<file path="src/sv/etm_pkg.sv">
// Shared types, constants and arithmetic helpers of the Euler TRS transform block.
`default_nettype none
package etm_pkg;

    // Restoring divider for 2^24 / |scale|: 25 quotient bits, remainder below 2^16
    localparam int DIV_BITS = 25;
    localparam int REM_W    = 17;

    localparam logic [30:0] ONE_Q30  = 31'h4000_0000;
    localparam logic [31:0] INV_SAT  = 32'h7FFF_FFFF;
    localparam logic [31:0] ONE_Q16  = 32'h0001_0000;
    localparam logic [31:0] ZERO_Q16 = 32'h0000_0000;

    localparam logic       KIND_MODEL  = 1'b0;
    localparam logic       KIND_NORMAL = 1'b1;
    localparam logic [2:0] COL_LAST    = 3'd6;
    localparam logic [1:0] COL_MOVE    = 2'd3;

    // Horner coefficients of sin(pi/2*x) in Q30, highest order first, signs applied
    localparam logic signed [32:0] KH [5] = '{
        33'sd172272, -33'sd5026995, 33'sd85569305, -33'sd693598669, 33'sd1686629713
    };

    typedef struct packed {
        logic [2:0][15:0] ang;   // x, y, z
        logic [2:0][15:0] sc;    // signed Q8.8
        logic [2:0][31:0] mv;    // signed Q16.16
    } t_item;

    typedef struct packed {
        t_item                      item;
        logic [2:0][REM_W-1:0]      mag;
        logic [2:0][REM_W-1:0]      rem;
        logic [2:0][DIV_BITS-1:0]   num;
    } t_div;

    typedef struct packed {
        logic [2:0][15:0] sc;
        logic [2:0][31:0] inv;
        logic [2:0][31:0] mv;
        logic             zero;
    } t_side;

    // One Horner step: k + floor(p * t / 2^30)
    function automatic logic signed [32:0] hstep(logic signed [32:0] p, logic [30:0] t,
                                                 logic signed [32:0] k);
        logic signed [64:0] m;
        m = p * $signed({1'b0, t});
        return k + 33'(m >>> 30);
    endfunction

endpackage
`default_nettype wire

</file>
<file path="src/sv/etm_div_cell.sv">
// One cell of the reciprocal divider chain: one quotient bit for all three scales.
`default_nettype none
module etm_div_cell (
    input  wire logic          i_clk,
    input  wire logic          i_en,
    input  wire etm_pkg::t_div i_d,
    output etm_pkg::t_div      o_d
);
    import etm_pkg::*;

    t_div r_d;
    t_div n_d;

    always_comb begin
        logic [REM_W-1:0] tr;
        logic             qb;
        n_d = i_d;
        for (int k = 0; k < 3; k++) begin
            tr = {i_d.rem[k][REM_W-2:0], i_d.num[k][DIV_BITS-1]};
            qb = (tr >= i_d.mag[k]);
            n_d.rem[k] = qb ? (tr - i_d.mag[k]) : tr;
            n_d.num[k] = {i_d.num[k][DIV_BITS-2:0], qb};
        end
    end

    always_ff @(posedge i_clk) begin
        if (i_en) begin
            r_d <= n_d;
        end
    end

    assign o_d = r_d;

endmodule
`default_nettype wire

</file>
<file path="config.mk">
export PLATFORM = sky130hd
export DESIGN_NAME = etm_div_cell
export DESIGN_NICKNAME = d
export VERILOG_FILES = /design/src/sv/etm_pkg.sv /design/src/sv/etm_div_cell.sv
export SDC_FILE = /design/constraint.sdc
export NUM_CORES = 1
export LEC_CHECK = 0
export BUFFER_PORTS_ARGS = -buffer_cell sky130_fd_sc_hd__buf_2
export CORE_AREA = 2 2 289 291
export DETAILED_ROUTE_END_ITERATION = 7
export DIE_AREA = 0 0 291 293
export GPL_TIMING_DRIVEN = 0
export PLACE_DENSITY_LB_ADDON = 0.08
export SLEW_MARGIN = 10
export SYNTH_ARGS = -nofsm -noshare
export SYNTH_HDL_FRONTEND = slang
export SYNTH_SLANG_ARGS = --single-unit
</file>
<file path="constraint.sdc">
create_clock -name i_clk -period 10.52 [get_ports i_clk]
set_input_delay 2.104 -clock i_clk [delete_from_list [all_inputs] [get_ports i_clk]]
set_output_delay 2.104 -clock i_clk [all_outputs]
set_load 0.05 [all_outputs]
</file>
==> run metrics <==
result of the run=complete, no violations; Setup Buffers After CTS=0; slew at the pin with the worst max-slew slack=0.697 ns; Worst IR Drop VDD=103 µV; die area=85300 µm²; number of nets in the layout=2020; buffer cell driving the clock tree root=sky130_fd_sc_hd__clkbuf_16; Finished Cell Area=21000 µm²; startpoint kind of the worst setup timing path=primary input; total count of hold-check failures in the final report=0; CP max FO=10; maximum number of pins on one net before global-route repair=102; Hold Path Origin=i_d[273]; Reg clk slew, reported paths=0.06 ns; cells resized by post-CTS repair=0; Util after Layout=25.7%; detailed-routing iteration count for the pre-antenna-repair pass=4; uppermost layer routed=met5; Synthesized Nets=1232; async set-or-reset flop fraction in the synthesized netlist=0%; commonest cells in the synthesized netlist=sky130_fd_sc_hd__edfxtp_1 (369), sky130_fd_sc_hd__inv_1 (68), sky130_fd_sc_hd__ha_1 (51); cell type with the highest aggregate area in the netlist=sky130_fd_sc_hd__edfxtp_1; Avg Synthesized Cell Area=17.6 µm²; global router's overall resource usage=13.1%; count of nets left with antenna violations after detail routing=0; total of warnings raised by yosys=0; power density over cell area=212 nW/µm²; antenna violations before repair=25; vias in the first global route=10200; count of buffers inserted at the top-level ports=736; final setup violating endpoints=0; worst hold path type=in -> reg; area of the core region=81800 µm²; most common cell in the synthesized netlist=sky130_fd_sc_hd__edfxtp_1; Cell Area, Placed=19300 µm²; Crit path required time=10.84 ns; Synth cell types=57; number of placement rows=105; worst-case headroom to the max-slew limit=53.5%; fmax=209 MHz; metal3 WL=5040 µm; GPL Wtd Cong=0.794; count of placed standard cells in the final layout, fillers left out=2708; detail-routed net length per standard cell=21.6 µm; remaining routing DRC violations=0; Seq cells post-synth=369; critical path arrival=5.10 ns; vias post-DR=10100; area of the mapped netlist=14200 µm²; Pwr Total=4.44 mW; hpwl dp=47900 µm; cells taking the most area after synthesis=sky130_fd_sc_hd__edfxtp_1 (78%), sky130_fd_sc_hd__ha_1 (4.5%), sky130_fd_sc_hd__mux2_2 (1.8%); top-level port count=740; post-route fraction of the period consumed by the critical path=45.4%; aggregate global routing overflow=0; share of the synthesized area in the top cell type=77.9%; wire length of the first global-routing pass=79900 µm; count of routing violations after the opening detailed-route iteration=406; RSZ-0062 raised after global routing=no; CTS tree=yes; Initial Util=17.4%; fraction of final layout cells sized beyond drive strength 1=52.3%; instance count along the most critical hold path=1; number of maximum-capacitance constraint violations=0; total wirelength of the detailed-routed design=58400 µm; cts-stage hold buffer count=0; min cycle time layout=4.78 ns; Worst Path Class, Setup=in -> reg; Syn Inst Count=807; total count of max-transition violations in the final report=0; Max Root-Sink Buffers=3; detailed-route vias per instance=3.73; max FFs per register=369; Setup TNS=0 ns; placed insts=2616; post-synthesis to final-layout area growth=47.6%; Vert. Die Dim=293 µm; Top FF cell, synth=sky130_fd_sc_hd__edfxtp_1; DR WL met2=31100 µm; sequential share of the synthesized area=77.9%; Fin Hold WS=1.69 ns; hold path endpoint=o_d[273]; CTS HTree Levels=2; static leakage=8.94 nW; Post-synth EDFFs=369; number of clock sinks=369; Post-Place Worst Slack=5.10 ns; number of buffers inserted during clock tree synthesis=47; category of the worst setup path capture point=flop; Worst Setup Slack, final=5.74 ns; width of the die=291 µm; met1 wire length=21000 µm
## report_power, final
| part | leakage (nW) | internal [mW] | switching (mW) | total [mW] |
|---|---|---|---|---|
| clock | 0.785 | 1.05 | 0.669 | 1.72 |
| sequential | 3.61 | 1.77 | 0.0271 | 1.80 |
| combinational | 4.54 | 0.230 | 0.702 | 0.932 |
## worst max-delay path: stages
cell and delay [ns]:
sky130_fd_sc_hd__buf_2 0.12, sky130_fd_sc_hd__inv_1 0.05, sky130_fd_sc_hd__ha_1 0.28, sky130_fd_sc_hd__nor2b_1 0.18, sky130_fd_sc_hd__o2111ai_1 0.16, sky130_fd_sc_hd__a31oi_1 0.37
sky130_fd_sc_hd__o211ai_1 0.17, sky130_fd_sc_hd__nand3_1 0.13, sky130_fd_sc_hd__o21a_1 0.18, sky130_fd_sc_hd__o31a_1 0.12, sky130_fd_sc_hd__clkbuf_1 0.45, sky130_fd_sc_hd__buf_2 0.40
sky130_fd_sc_hd__mux2_2 0.38
## worst max-delay path by stage
stage	startpoint	end	slack, ns	cells past startpoint
2_1_floorplan	i_d[161]	o_d[118]	5.70	11
3_3_place_gp	i_en	o_d[10]	1.17	1
3_5_place_dp	i_d[137]	o_d[87]	5.10	11
4_1_cts	i_d[137]	o_d[87]	5.71	11
5_1_grt	i_d[127]	o_d[87]	5.55	13
6_report	i_d[127]	o_d[87]	5.74	13
## kinds of logic (layout without fill, tap and decap cells)
family                   after synthesis  count (layout)  share of synthesized area, %
AO/OA/AOI/OAI                        127             127                          6.05
adder cells (fa/ha/maj)               54              54                          4.91
AND/OR/NAND/NOR                      113             113                          4.04
buffers and inverters                 75             900                          2.10
other                                  0               6                             0
XOR/XNOR                              35              35                          2.16
flip-flops                           369             369                          77.9
multiplexers                          34              34                          2.84
## cells in the final DEF, fill, tap and decap left out, types with 4 or more instances in the layout
cell / n
sky130_fd_sc_hd__buf_2: 736
sky130_fd_sc_hd__edfxtp_1: 369
sky130_fd_sc_hd__inv_1: 68
sky130_fd_sc_hd__ha_1: 51
sky130_fd_sc_hd__clkbuf_16: 47
sky130_fd_sc_hd__o21ai_0: 30
sky130_fd_sc_hd__a21oi_1: 30
sky130_fd_sc_hd__nor2_1: 27
sky130_fd_sc_hd__nand2_1: 23
sky130_fd_sc_hd__mux2_2: 23
sky130_fd_sc_hd__xnor2_1: 21
sky130_fd_sc_hd__xor2_1: 14
sky130_fd_sc_hd__nor3_1: 12
sky130_fd_sc_hd__clkbuf_1: 11
sky130_fd_sc_hd__o21a_1: 10
sky130_fd_sc_hd__nand3_1: 10
sky130_fd_sc_hd__bufinv_16: 9
sky130_fd_sc_hd__clkinv_1: 9
sky130_fd_sc_hd__a21o_1: 8
sky130_fd_sc_hd__nand4_1: 8
sky130_fd_sc_hd__mux2_4: 7
sky130_fd_sc_hd__nor2b_1: 7
sky130_fd_sc_hd__o31ai_1: 7
sky130_fd_sc_hd__diode_2: 6
sky130_fd_sc_hd__o31a_1: 6
sky130_fd_sc_hd__nand2b_1: 6
sky130_fd_sc_hd__o211ai_1: 5
sky130_fd_sc_hd__a31oi_1: 4
sky130_fd_sc_hd__mux2i_1: 4
sky130_fd_sc_hd__or3_1: 4
sky130_fd_sc_hd__clkinvlp_4: 4
sky130_fd_sc_hd__clkinv_2: 4
## cell type report
class / count / area (µm²)
inverter: 68 / 255
clock buffer: 53 / 1200
antenna: 6 / 15.0
multi-input combinational: 363 / 2840
fill: 8683 / 60800
timing repair buffer: 739 / 3780
sequential: 369 / 11100
clock inverter: 33 / 447
tap: 1070 / 1340
buffer: 7 / 43.8
## per-layer routing
layer,vias up,GRT usage (%)
met5,-,0
met4,20,3.20
met3,91,5.19
met2,394,24.3
met1,4895,13.7
li1,4696,-
Note: power is estimated with default switching activity, not from simulation.
